[src/rtl/sol_ram.sv]
// ----------------------------------------------------------------------------
// sol_ram: generic single-write, single-read RAM
// One write port and one read port, read data registered.
// ----------------------------------------------------------------------------
module sol_ram #(
  parameter int WIDTH = 8,
  parameter int DEPTH = 16
) (
  input  logic                     clk,
  input  logic                     we,
  input  logic [$clog2(DEPTH)-1:0] waddr,
  input  logic [WIDTH-1:0]         wdata,
  input  logic                     re,
  input  logic [$clog2(DEPTH)-1:0] raddr,
  output logic [WIDTH-1:0]         rdata
);

  logic [WIDTH-1:0] mem [DEPTH];

  // write and registered read
  always_ff @(posedge clk) begin
    if (we) begin
      mem[waddr] <= wdata;
    end
    if (re) begin
      rdata <= mem[raddr];
    end
  end

endmodule

[config.mk]
export PLATFORM = sky130hd
export DESIGN_NAME = sol_ram
export DESIGN_NICKNAME = d
export VERILOG_FILES = /design/src/rtl/sol_ram.sv
export SDC_FILE = /design/constraint.sdc
export NUM_CORES = 1
export LEC_CHECK = 0
export CORE_AREA = 10 10 109 111
export DETAILED_ROUTE_END_ITERATION = 7
export DIE_AREA = 0 0 119 121
export DONT_BUFFER_PORTS = 1
export GPL_TIMING_DRIVEN = 0
export PLACE_DENSITY = 0.78
export SYNTH_ARGS = -nofsm -noshare
export SYNTH_HDL_FRONTEND = slang
export SYNTH_SLANG_ARGS = --single-unit
[constraint.sdc]
create_clock -name clk -period 5.6 [get_ports clk]
set_input_delay 1.12 -clock clk [delete_from_list [all_inputs] [get_ports clk]]
set_output_delay 1.12 -clock clk [all_outputs]
set_load 0.02 [all_outputs]
After elaboration in Yosys (flattened, before gate mapping)
Memories as Yosys holds them, arrays and structs flattened. A register that Yosys moved wholly into a read port is not among the register bits.
Index checks and enable logic that the tools add are counted.
{ "op_classes": {"n_mux": 2} }
{ "op_table": {"columns": ["op", "count"], "rows": [
  ["1-bit two-way mux", 2]
]} }
{ "totals": {"regBits": 0, "ram_bits": 128, "wordCells": 3, "memories": 1} }
{ "memory_table": {"columns": ["name", "depth", "word_bits", "read_ports", "rd_clocked_by_memory_dff", "write_ports", "line", "text"], "rows": [
  ["mem", 16, 8, 1, 1, 1, "18", "logic [WIDTH-1:0] mem [DEPTH];"]
]} }

Logic depth before layout (Yosys ltp)
Gate-level depths: netlist (run 1).
{ "logic_depth": {"depth_word": 2, "depth_mapped": 5, "ltp_nobuf": 3} }

Least setup slack after synthesis (run 1)
Ideal clock, no wire load.
{ "synth_path": {"kind": "input port to flip-flop", "startpoint": "input waddr[2]", "endpoint": "memory mem[0][0] (enable)", "setup_time_ns": 0.383, "t_arrival_ns": 2.230, "required_time_ns": 5.217, "path_slack_ns": 2.987, "stages": 2, "cell_sequence": "or3b_2 nor3_1"} }
{ "synth_lines": {"columns": ["item", "line", "text"], "rows": [
  ["from (decl)", "11", "input logic [$clog2(DEPTH)-1:0] waddr,"],
  ["to (decl)", "18", null]
]} }
Straight into the memory's write port.

Worst setup path after layout (run 1)
{ "layout_path": {"startpoint": "input waddr[2]", "endpoint": "memory mem[0][6] (enable)"} }
Straight into the memory's write port.

==> results of run 1 <==
## layer usage
metal / vias to the layer above / wire (um) / GRT usage
met4: 0 / 119 / 0.0519
met3: 8 / 1200 / 0.0656
li1: 1018 / - / -
met2: 133 / 4940 / 0.228
met5: - / 0 / 0
met1: 1191 / 3930 / 0.190
## cell families (layout without fill, tap and decap cells)
| family | count (synthesis) | after routing |
|---|---|---|
| compound gates | 16 | 16 |
| buf+inv | 10 | 41 |
| flops | 136 | 136 |
| mux | 32 | 32 |
| simple gates | 35 | 35 |
## layout make-up
type,instances,area (um2),share of cell area
Buffer,10,86.3,0.0143
Clock buffer,21,429,0.0713
Clock inverter,10,200,0.0332
Sequential cell,136,4080,0.678
Tap cell,133,166,0.0276
Multi-Input combinational cell,83,1060,0.176
## cells in the mapped netlist (all sizes together)
cell | instances | area, um2
edfxtp | 136 | 4080
buf | 7 | 56.3
mux4 | 32 | 773
and2b | 1 | 7.51
or3b | 1 | 8.76
and2 | 1 | 6.26
clkdlybuf4s25 | 3 | 30.0
nor2 | 13 | 48.8
a22oi | 16 | 120
nor3 | 4 | 20.0
nor2b | 1 | 6.26
nand3b | 2 | 15.0
nand3 | 1 | 5.00
nand2 | 9 | 33.8
nand2b | 2 | 12.5
## worst paths after layout
| check | cells past startpoint | startpoint | to | slack [ns] |
|---|---|---|---|---|
| worst max register to register | 3 | mem[5][0] | rdata[0] | 4.04 |
| worst min-delay path | 0 | wdata[0] | mem[0][0] | 0.70 |
| worst max-delay path | 2 | waddr[2] | mem[0][6] | 3.11 |
| worst min register to register | 3 | mem[10][4] | rdata[4] | 0.76 |
## state kept, by name (all words and copies together) (netlist names)
register,cells
rdata,8
mem,128
## report_power, final
part	internal, mW	switching [mW]	leakage, nW
clock	0.807	0.380	0.310
sequential	1.15	0.0124	1.24
combinational	0.0368	0.0410	0.418
total	1.99	0.434	1.96
## placed cells by master, fill, tap and decap left out, types with 3 or more instances in the layout
master	Yosys	final
nor3_1	4	4
mux4_2	18	18
clkbuf_16	0	16
clkinv_2	0	4
nand2_1	9	9
clkdlybuf4s25_2	3	3
buf_2	3	3
mux4_1	14	14
bufinv_16	0	6
clkbuf_1	0	4
a22oi_1	16	16
nor2_1	13	13
buf_6	3	3
edfxtp_1	136	136
## through the flow
step,instance area [um2],hold WS [ns]
detailed placement,5390,0.754
finish,6020,0.697
floorplan,5230,0.705
global route,6020,0.670
CTS,6020,0.674
global placement,5390,0.735
==> key figures, run 1 <==
Layout
  – Final core utilization: 0.625
  – Fraction of layout cells with a size suffix above 1: 0.215
  – N_diodes: 0
  – Fillers: 644
  – Final non-filler cell total: 393
  – Area Growth Syn to Fin: 15.2%
  – Nets: 267

STA
  – Slew Viols, Final: 0
  – Final hold violation count: 0
  – Worst-margin pin slew: 1.29 ns
  – Setup WS post-layout: 3.11 ns
  – Worst Skew: 0.00817 ns
  – Final worst-path cycle share: 0.445
  – Setup violations, final: 0
  – Max transition margin: 0.135
  – Setup TNS: 0 ns
  – Final min period: 2.49 ns
  – Max Freq: 401 MHz
  – RSZ-0062 raised after global routing: false

Floorplan
  – Initial core utilization: 0.542
  – Die Span X: 119 um
  – Die span in y: 121 um
  – Core Region: 0.00964 mm2
  – Std-Cell Rows: 36
  – # IOs: 27
  – Die ar.: approximately 0.014 mm2

Clock tree
  – CTS Root Cell: clkbuf_8
  – Reg clk slew, reported paths: ~0.060 ns
  – CTS tree: done
  – Depth of the CTS H-tree: 4
  – Post-CTS resize count: 0
  – Setup bufs post-CTS: 0
  – Num CTS Buffers: 17
  – Clk sinks: 136
  – Post-cts hold buffer count: 0
  – CTS Buffer Depth: 2
  – Clk_lat worst skew: 0.52 ns

Setup path
  – Worst Path Max Fanout: 8
  – Data required, critical path: between 5 and 6 ns
  – Critical path class: input port to flip-flop
  – Critical Path Source Type: input port
  – Cell family with most CP delay: simple AND/OR/NAND/NOR gates
  – CP max stage delay: about 0.99 ns
  – Slowest-stage cell, CP: nor3_1
  – Critical-path cell list: or3b_2, nor3_1
  – Worst path bufs/invs: 0
  – Setup crit end kind: flip-flop
  – Arr. time, crit path: 2.61 ns

Global route
  – Overall Global Routing Usage: 0.150
  – Vias in the first global route: between 2000 and 2500
  – Initial antenna violation count: 0
  – First-pass GRT wire length: 15600 um
  – Overflow after GRT: 0
  – Largest net degree at the start of global routing: 17

Power
  – Maximum VDD drop: approximately 210 uV
  – Lkg Pwr: 1.96 nW
  – Final Power: 2.43 mW
  – Power per Cell Area: 403 mW/mm2

Drt
  – Drt pass-1 iters: 4
  – Initial DRC count: 320
  – Routed length per instance: 25.9 um
  – Total routed wirelength: 10200 um
  – Residual DRC: 0
  – Via Count: 2350
  – Final ANT Viol Nets: 0
  – Via density: 5.98

Job
  – Maximum Capacitance Violations: 0

Synthesis
  – Synth Area in Adders: 0
  – Yosys Warn Count: 0
  – Sequential cell area fraction in the yosys report: 0.781
  – Synth Cell Area: 0.00523 mm2
  – Synth Instances: 229
  – Post-synthesis xor/xnor area fraction: 0
  – Mapped Nets: 248
  – Combinational family with the most area after synthesis: multiplexers
  – Synth Area in Simple Gates: 0.0314
  – Number of synthesized register bits: 136
  – Avg Cell Area, Syn: 22.8 um2
  – Number of distinct library cells after synthesis: 18
  – Post-synthesis compound-gate area fraction: 0.0230
  – Multiplexer area fraction after synthesis: 0.148

Outcome
  – Run status: completed

Place
  – Placer Congestion: around 0.77
  – Dpl ws: 2.58 ns
  – Port bufs: 0
  – DP Wirelength: 6090 um
  – Placed insts: 362

Worst hold path
  – Worst hold path type: input port to flip-flop
Note: power is estimated with default switching activity, not from simulation.
==> run 2: changes to the inputs <==
==> config.mk (replaced) <==
export PLATFORM = sky130hd
export DESIGN_NAME = sol_ram
export DESIGN_NICKNAME = d
export VERILOG_FILES = /design/src/rtl/sol_ram.sv
export SDC_FILE = /design/constraint.sdc
export NUM_CORES = 1
export LEC_CHECK = 0
export ABC_AREA = 1
export CORE_AREA = 10 10 115 117
export DETAILED_ROUTE_END_ITERATION = 7
export DIE_AREA = 0 0 125 127
export DONT_BUFFER_PORTS = 1
export GPL_TIMING_DRIVEN = 0
export PLACE_DENSITY = 0.8
export SYNTH_ARGS = -nofsm -noshare
export SYNTH_HDL_FRONTEND = slang
export SYNTH_SLANG_ARGS = --single-unit
==> constraint.sdc (replaced) <==
create_clock -name clk -period 2.2 [get_ports clk]
set_input_delay 0.44 -clock clk [delete_from_list [all_inputs] [get_ports clk]]
set_output_delay 0.44 -clock clk [all_outputs]
set_load 0.02 [all_outputs]
==> key figures, run 2 <==
Synthesis
  – Number of synthesized register bits: 136 (unchanged)
  – Yosys Warn Count: 0 (unchanged)
  – Most frequent cells after synthesis: 173 x nand2_1, 136 x edfxtp_1, 100 x inv_1 (was 136 x edfxtp_1, 18 x mux4_2, 16 x a22oi_1)
  – Most frequent cell after synthesis: nand2_1 (was edfxtp_1)
  – Synth Instances: 551 (was 229)
  – Mapped Nets: 570 (was 248)
  – Number of distinct library cells after synthesis: 11 (was 18)
  – Share of the synthesized area in the top cell type: 0.698 (was 0.781)
  – Synth area leaders: edfxtp_1 70%, nand2_1 11%, nand3_1 8.3%, inv_1 6.4%, buf_6 1.2% (was edfxtp_1 78%, mux4_2 7.8%, mux4_1 7.0%, a22oi_1 2.3%, nor2_1 0.93%)
  – Synth async-reset ratio: 0 (unchanged)
  – Ys flop type: edfxtp_1 (unchanged)
  – Cell taking the most area after synthesis: edfxtp_1 (unchanged)
  – Synth Cell Area: 0.00585 mm2 (was 0.00523 mm2)
  – Sequential cell area fraction in the yosys report: 0.698 (was 0.781)
  – Post-synth EDFFs: 136 (unchanged)
  – Avg Cell Area, Syn: 10.6 um2 (was 22.8 um2)

Setup path
  – Critical path class: input port to flip-flop (unchanged)
  – Data required, critical path: 2.24 ns (was 5.72 ns)
  – Setup crit end kind: flip-flop (unchanged)
  – Slowest-stage cell, CP: nor2_1 (was nor3_1)
  – Cell family with most CP delay: simple AND/OR/NAND/NOR gates (unchanged)
  – Critical-path cell list: nand3b_1, nor2_1 (was or3b_2, nor3_1)
  – Worst Path Max Fanout: 8 (unchanged)
  – Arr. time, crit path: 1.44 ns (was 2.61 ns)
  – Worst path bufs/invs: 0 (unchanged)
  – CP max stage delay: 0.75 ns (was 0.99 ns)
  – Critical Path Source Type: input port (unchanged)

STA
  – Final min period: 1.40 ns
  – Worst Skew: 0.00838 ns (was 0.00817 ns)
  – Final worst-path cycle share: 0.638
  – Max Freq: 712 MHz
  – Setup TNS: 0 ns (unchanged)
  – Slew Viols, Final: 0 (unchanged)
  – Setup violations, final: 0 (unchanged)
  – Final hold violation count: 0 (unchanged)
  – RSZ-0062 raised after global routing: false (unchanged)
  – Worst-margin pin slew: 0.921 ns (was 1.29 ns)
  – Max transition margin: 0.384 (was 0.135)
  – Worst hold slack: 0.109 ns (was 0.697 ns)

Power
  – Lkg Pwr: 2.82 nW (was 1.96 nW)
  – Power per Cell Area: 925 mW/mm2 (was 403 mW/mm2)
  – Maximum VDD drop: 522 uV (was 214 uV)
  – Final Power: 6.13 mW (was 2.43 mW)

Job
  – Maximum Capacitance Violations: 0 (unchanged)

Drt
  – Via density: 5.31 (was 5.98)
  – Drt pass-1 iters: 5 (was 4)
  – Routed length per instance: 18.6 um (was 25.9 um)
  – Residual DRC: 0 (unchanged)
  – Total routed wirelength: 13500 um (was 10200 um)
  – Via Count: 3856 (was 2350)
  – Final ANT Viol Nets: 0 (unchanged)
  – Initial DRC count: 463 (was 320)

Floorplan
  – Core Region: 0.0111 mm2 (was 0.00964 mm2)
  – # IOs: 27 (unchanged)
  – Die span in y: 127 um (was 121 um)
  – Std-Cell Rows: 39 (was 36)
  – Die Span X: 125 um (was 119 um)
  – Initial core utilization: 0.526 (was 0.542)
  – Die ar.: 0.0159 mm2 (was 0.0144 mm2)

Clock tree
  – Clk_lat worst skew: 0.42 ns (was 0.52 ns)
  – Depth of the CTS H-tree: 4 (unchanged)
  – Num CTS Buffers: 17 (unchanged)
  – Setup bufs post-CTS: 0 (unchanged)
  – Clk sinks: 136 (unchanged)
  – Post-CTS resize count: 0 (unchanged)
  – CTS Root Cell: clkbuf_16 (was clkbuf_8)
  – CTS Buffer Depth: 2 (unchanged)
  – Post-cts hold buffer count: 0 (unchanged)
  – Reg clk slew, reported paths: 0.06 ns (about the same)
  – CTS tree: done (unchanged)

Outcome
  – Run status: completed (unchanged)

Layout
  – Fillers: 865 (was 644)
  – Commonest non-fill, non-tap cell in the layout: nand2_1 (was edfxtp_1)
  – Register name with the most flops: mem (unchanged)
  – Nets: 589 (was 267)
  – Fraction of layout cells with a size suffix above 1: 0.0943 (was 0.215)
  – Max reg flops: 128 (unchanged)
  – Regs by FF count: mem (128), rdata (8) (unchanged)
  – Most frequent cells in the layout: 173 x nand2_1, 136 x edfxtp_1, 100 x inv_1 (was 136 x edfxtp_1, 18 x mux4_2, 16 x a22oi_1, 16 x clkbuf_16, 14 x mux4_1)
  – N_diodes: 0 (unchanged)
  – Final non-filler cell total: 726 (was 393)
  – Area Growth Syn to Fin: 13.4% (was 15.2%)

Place
  – Placer Congestion: 0.915 (was 0.774)
  – DP Wirelength: 8890 um (was 6090 um)
  – Placed insts: 694 (was 362)
  – Port bufs: 0 (unchanged)

Global route
  – Vias in the first global route: 3806 (was 2427)
  – Overall Global Routing Usage: 0.173 (was 0.150)
  – Met2 GRT Util: 0.268 (was 0.228)
  – Overflow after GRT: 0 (unchanged)
  – First-pass GRT wire length: 21000 um (was 15600 um)
  – Largest net degree at the start of global routing: 17 (unchanged)
  – GR Util met3: 0.0463 (was 0.0656)
  – Grt peak-use layer: met2 (unchanged)
  – Initial antenna violation count: 0 (unchanged)
  – Met1 usage: 0.221 (was 0.190)

Worst hold path
  – Worst hold path type: input port to flip-flop (unchanged)
[run 2: changes by cell type after synthesis, sizes merged, moves of 4 or more]
cell   previous run  this run
nand2             9       173
inv               0       102
nand3             1        97
mux4             32         0
buf               7        24
a22oi            16         0
nor2             13        17
nor3              4         0
[run 2: power breakdown]
part           total, mW  switching, mW  internal, mW
combinational      0.298          0.207        0.0917
sequential          2.95         0.0314          2.92
clock               2.88           1.09          1.79
[run 2: final cells by class]
class,instances,area (um2),share of cell area
Buffer,24,166,0.0251
Clock buffer,18,429,0.0647
Clock inverter,14,174,0.0262
Inverter,102,383,0.0578
Multi-Input combinational cell,289,1210,0.183
Sequential cell,136,4080,0.616
Tap cell,143,179,0.0270
[run 2: kinds of logic (layout without fill, tap and decap cells)]
| kind of cell | after synthesis | after routing | share of synthesized area |
|---|---|---|---|
| buf+inv | 126 | 158 | 0.0939 |
| flops | 136 | 136 | 0.698 |
| simple gates | 289 | 289 | 0.208 |
[run 2: routing by layer]
metal / vias to the layer above / part of all wire / wire length (um)
met5: - / 0 / 0
met4: 0 / 0.034 / 461
met3: 40 / 0.11 / 1450
met2: 215 / 0.46 / 6160
met1: 1783 / 0.40 / 5450
li1: 1818 / - / -
[run 2: final timing paths]
| kind | from | endpoint | slack, ns | cells past startpoint |
|---|---|---|---|---|
| max | waddr[3] | mem[5][6] | 0.80 | 2 |
| min | wdata[4] | mem[2][4] | 0.11 | 0 |
| min reg2reg | mem[12][5] | rdata[5] | 0.79 | 6 |
| max reg2reg | mem[7][0] | rdata[0] | 1.02 | 6 |
[run 2: stage by stage]
stage               setup WS, ns  cell area, um2   util
floorplan                  0.809            5850      -
global placement           0.459            6030  0.542
detailed placement         0.427            6030  0.542
CTS                        0.830            6630  0.596
global route               0.776            6630  0.596
finish                     0.796            6630  0.596
==> run 3: changes to the inputs <==
==> config.mk (replaced) <==
export PLATFORM = sky130hd
export DESIGN_NAME = sol_ram
export DESIGN_NICKNAME = d
export VERILOG_FILES = /design/src/rtl/sol_ram.sv
export SDC_FILE = /design/constraint.sdc
export NUM_CORES = 1
export LEC_CHECK = 0
export ABC_AREA = 0
export CORE_AREA = 10 10 109 111
export DETAILED_ROUTE_END_ITERATION = 7
export DIE_AREA = 0 0 119 121
export DONT_BUFFER_PORTS = 1
export GPL_TIMING_DRIVEN = 0
export PLACE_DENSITY = 0.78
export SYNTH_ARGS = -nofsm -noshare
export SYNTH_HDL_FRONTEND = slang
export SYNTH_SLANG_ARGS = --single-unit
==> constraint.sdc (replaced) <==
create_clock -name clk -period 1.4 [get_ports clk]
set_input_delay 0.28 -clock clk [delete_from_list [all_inputs] [get_ports clk]]
set_output_delay 0.28 -clock clk [all_outputs]
set_load 0.02 [all_outputs]
==> key figures, run 3 (same netlist as run 1, synthesis figures left out) <==
Layout
  – Area Growth Syn to Fin: 18.4% (was 13.4%)
  – N_diodes: 0 (unchanged)
  – Register name with the most flops: mem (unchanged)
  – Max reg flops: 128 (unchanged)
  – Fraction of layout cells with a size suffix above 1: 0.331 (was 0.0943)
  – Final core utilization: 0.642 (was 0.596)
  – Nets: 278 (was 589)
  – Most frequent cells in the layout: 136 x edfxtp_1, 30 x mux4_2, 16 x clkbuf_16 (was 173 x nand2_1, 136 x edfxtp_1, 100 x inv_1)
  – Regs by FF count: mem (128), rdata (8) (unchanged)
  – Commonest non-fill, non-tap cell in the layout: edfxtp_1 (was nand2_1)
  – Final instance area: 0.00619 mm2 (was 0.00663 mm2)

Floorplan
  – Core Region: 0.00964 mm2 (was 0.0111 mm2)
  – # IOs: 27 (unchanged)
  – Die span in y: 121 um (was 127 um)
  – Die Span X: 119 um (was 125 um)
  – Initial core utilization: 0.542 (was 0.526)
  – Die ar.: 0.0144 mm2 (was 0.0159 mm2)
  – Std-Cell Rows: 36 (was 39)

Drt
  – Via Count: 2405 (was 3856)
  – Residual DRC: 0 (unchanged)
  – Drt pass-1 iters: 4 (was 5)
  – Total routed wirelength: 9870 um (was 13500 um)
  – Initial DRC count: 152 (was 463)
  – Via density: 5.94 (was 5.31)
  – Final ANT Viol Nets: 0 (unchanged)
  – Routed length per instance: 24.4 um (was 18.6 um)

Setup path
  – CP max stage delay: 0.51 ns (was 0.75 ns)
  – Reg2reg end: rdata[3] (was rdata[0])
  – RR Startpoint: mem[11][3] (was mem[7][0])
  – Critical Path Source Type: flip-flop (was input port)
  – Setup crit end kind: flip-flop (unchanged)
  – Worst Path Max Fanout: 1 (was 8)
  – Slowest-stage cell, CP: mux4_2 (was nor2_1)
  – Crit path capture: rdata[3] (was mem[5][6])
  – Critical path origin: mem[11][3] (was waddr[3])
  – Critical path class: flip-flop to flip-flop (was input port to flip-flop)
  – Critical-path cell list: mux4_2, a22oi_2, nand2_2 (was nand3b_1, nor2_1)
  – Worst-case reg-to-reg path depth: 3 (was 6)
  – R2r setup slk: -0.07 ns (was 1.02 ns)
  – Arr. time, crit path: 1.73 ns (was 1.44 ns)
  – Cell family with most CP delay: multiplexers (was simple AND/OR/NAND/NOR gates)
  – Critical path depth: 3 (was 2)
  – Data required, critical path: 1.66 ns (was 2.24 ns)
  – Worst path bufs/invs: 0 (unchanged)

Global route
  – First-pass GRT wire length: 15100 um (was 21000 um)
  – Vias in the first global route: 2503 (was 3806)
  – Overflow after GRT: 0 (unchanged)
  – Initial antenna violation count: 0 (unchanged)
  – Largest net degree at the start of global routing: 17 (unchanged)
  – Overall Global Routing Usage: 0.144 (was 0.173)

Clock tree
  – CTS Buffer Depth: 2 (unchanged)
  – Clk sinks: 136 (unchanged)
  – Num CTS Buffers: 17 (unchanged)
  – CTS tree: done (unchanged)
  – Reg clk slew, reported paths: 0.06 ns (about the same)
  – Depth of the CTS H-tree: 4 (unchanged)
  – CTS Root Cell: clkbuf_8 (was clkbuf_16)
  – Clk_lat worst skew: 0.52 ns (was 0.42 ns)
  – Setup bufs post-CTS: 0 (unchanged)

STA
  – Final min period: 1.47 ns
  – Worst Skew: 0.00828 ns (was 0.00838 ns)
  – Setup WS post-layout: -0.0654 ns (was 0.796 ns)
  – Worst-margin pin slew: 0.908 ns (was 0.921 ns)
  – Final worst-path cycle share: 1.05
  – RSZ-0062 raised after global routing: true (was false)
  – Setup violations, final: 5 (was 0)
  – Max transition margin: 0.392 (was 0.384)
  – Final hold violation count: 0 (unchanged)
  – Max Freq: slightly below 700 MHz
  – Worst hold slack: 0.0409 ns (was 0.109 ns)
  – Slew Viols, Final: 0 (unchanged)

Power
  – Power per Cell Area: 1560 mW/mm2 (was 925 mW/mm2)
  – Final Power: 9.65 mW (was 6.13 mW)
  – Lkg Pwr: 1.97 nW (was 2.82 nW)
  – Maximum VDD drop: 843 uV (was 522 uV)

Outcome
  – Run status: finished with violations (was completed)
  – Failing checks: setup timing

Place
  – Port bufs: 0 (unchanged)
  – Cell Area, Placed: 0.00542 mm2 (was 0.00603 mm2)
  – Placer Congestion: 0.782 (was 0.915)
  – Dpl ws: -0.471 ns (was 0.427 ns)
  – DP Wirelength: 6100 um (was 8890 um)

Worst hold path
  – Worst hold path type: input port to flip-flop (unchanged)

Job
  – Maximum Capacitance Violations: 0 (unchanged)
-- run 3: changes by cell type in the layout (fill, tap and decap cells not counted), sizes merged, moves of 2 or more --
cell | previous run | this run
clkdlybuf4s25 | 0 | 3
nand2 | 173 | 9
a22oi | 0 | 16
nor2 | 17 | 13
mux4 | 0 | 32
nor3 | 0 | 4
buf | 24 | 7
nand2b | 0 | 2
inv | 105 | 2
nand3 | 97 | 1
dlygate4sd3 | 0 | 11
-- run 3: report_power, final --
part	internal (mW)	switching, mW
Combinational	0.193	0.236
Sequential	4.59	0.0505
Clock	2.90	1.68
-- run 3: layout make-up --
cell class                      instances  area [um2]
Clock inverter                         15         201
Tap cell                              133         166
Clock buffer                           17         414
Timing Repair Buffer                   11         110
Multi-Input combinational cell         83        1090
Fill cell                             619        3450
Buffer                                 10         120
Sequential cell                       136        4080
-- run 3: what timing repair did --
action | CTS | global route
cloned | 0 | 0
hold buffers | 11 | 0
hold endpoints to repair | 144 | 0
pin swaps | 4 | 4
endpoints found under the setup margin | 7 | 8
resized for setup | 9 | 3
-- run 3: layer usage --
metal	global-route usage	wire length, um	vias up
met2	0.233	5040	97
met4	0.0641	131	0
met5	0	0	-
li1	-	-	1037
met1	0.179	4010	1261
met3	0.0377	680	10
-- run 3: worst min-delay path by stage --
stage | startpoint | end | slack (ns) | depth (start not counted)
global route | waddr[0] | mem[8][5] | 0.05 | 1
detailed placement | wdata[2] | mem[12][2] | 0.38 | 0
global placement | wdata[0] | mem[1][0] | 0.38 | 0
floorplan | wdata[0] | mem[0][0] | 0.38 | 0
finish | waddr[0] | mem[12][4] | 0.04 | 1
CTS | waddr[0] | mem[8][3] | 0.04 | 1
-- run 3: per-stage QoR --
| step | setup TNS [ns] | instances |
|---|---|---|
| finish | -0.199 | 405 |
| global placement | -19.17 | 362 |
| CTS | -0.183 | 405 |
| global route | -0.354 | 405 |
| detailed placement | -22.50 | 362 |
| floorplan | -0.677 | 229 |
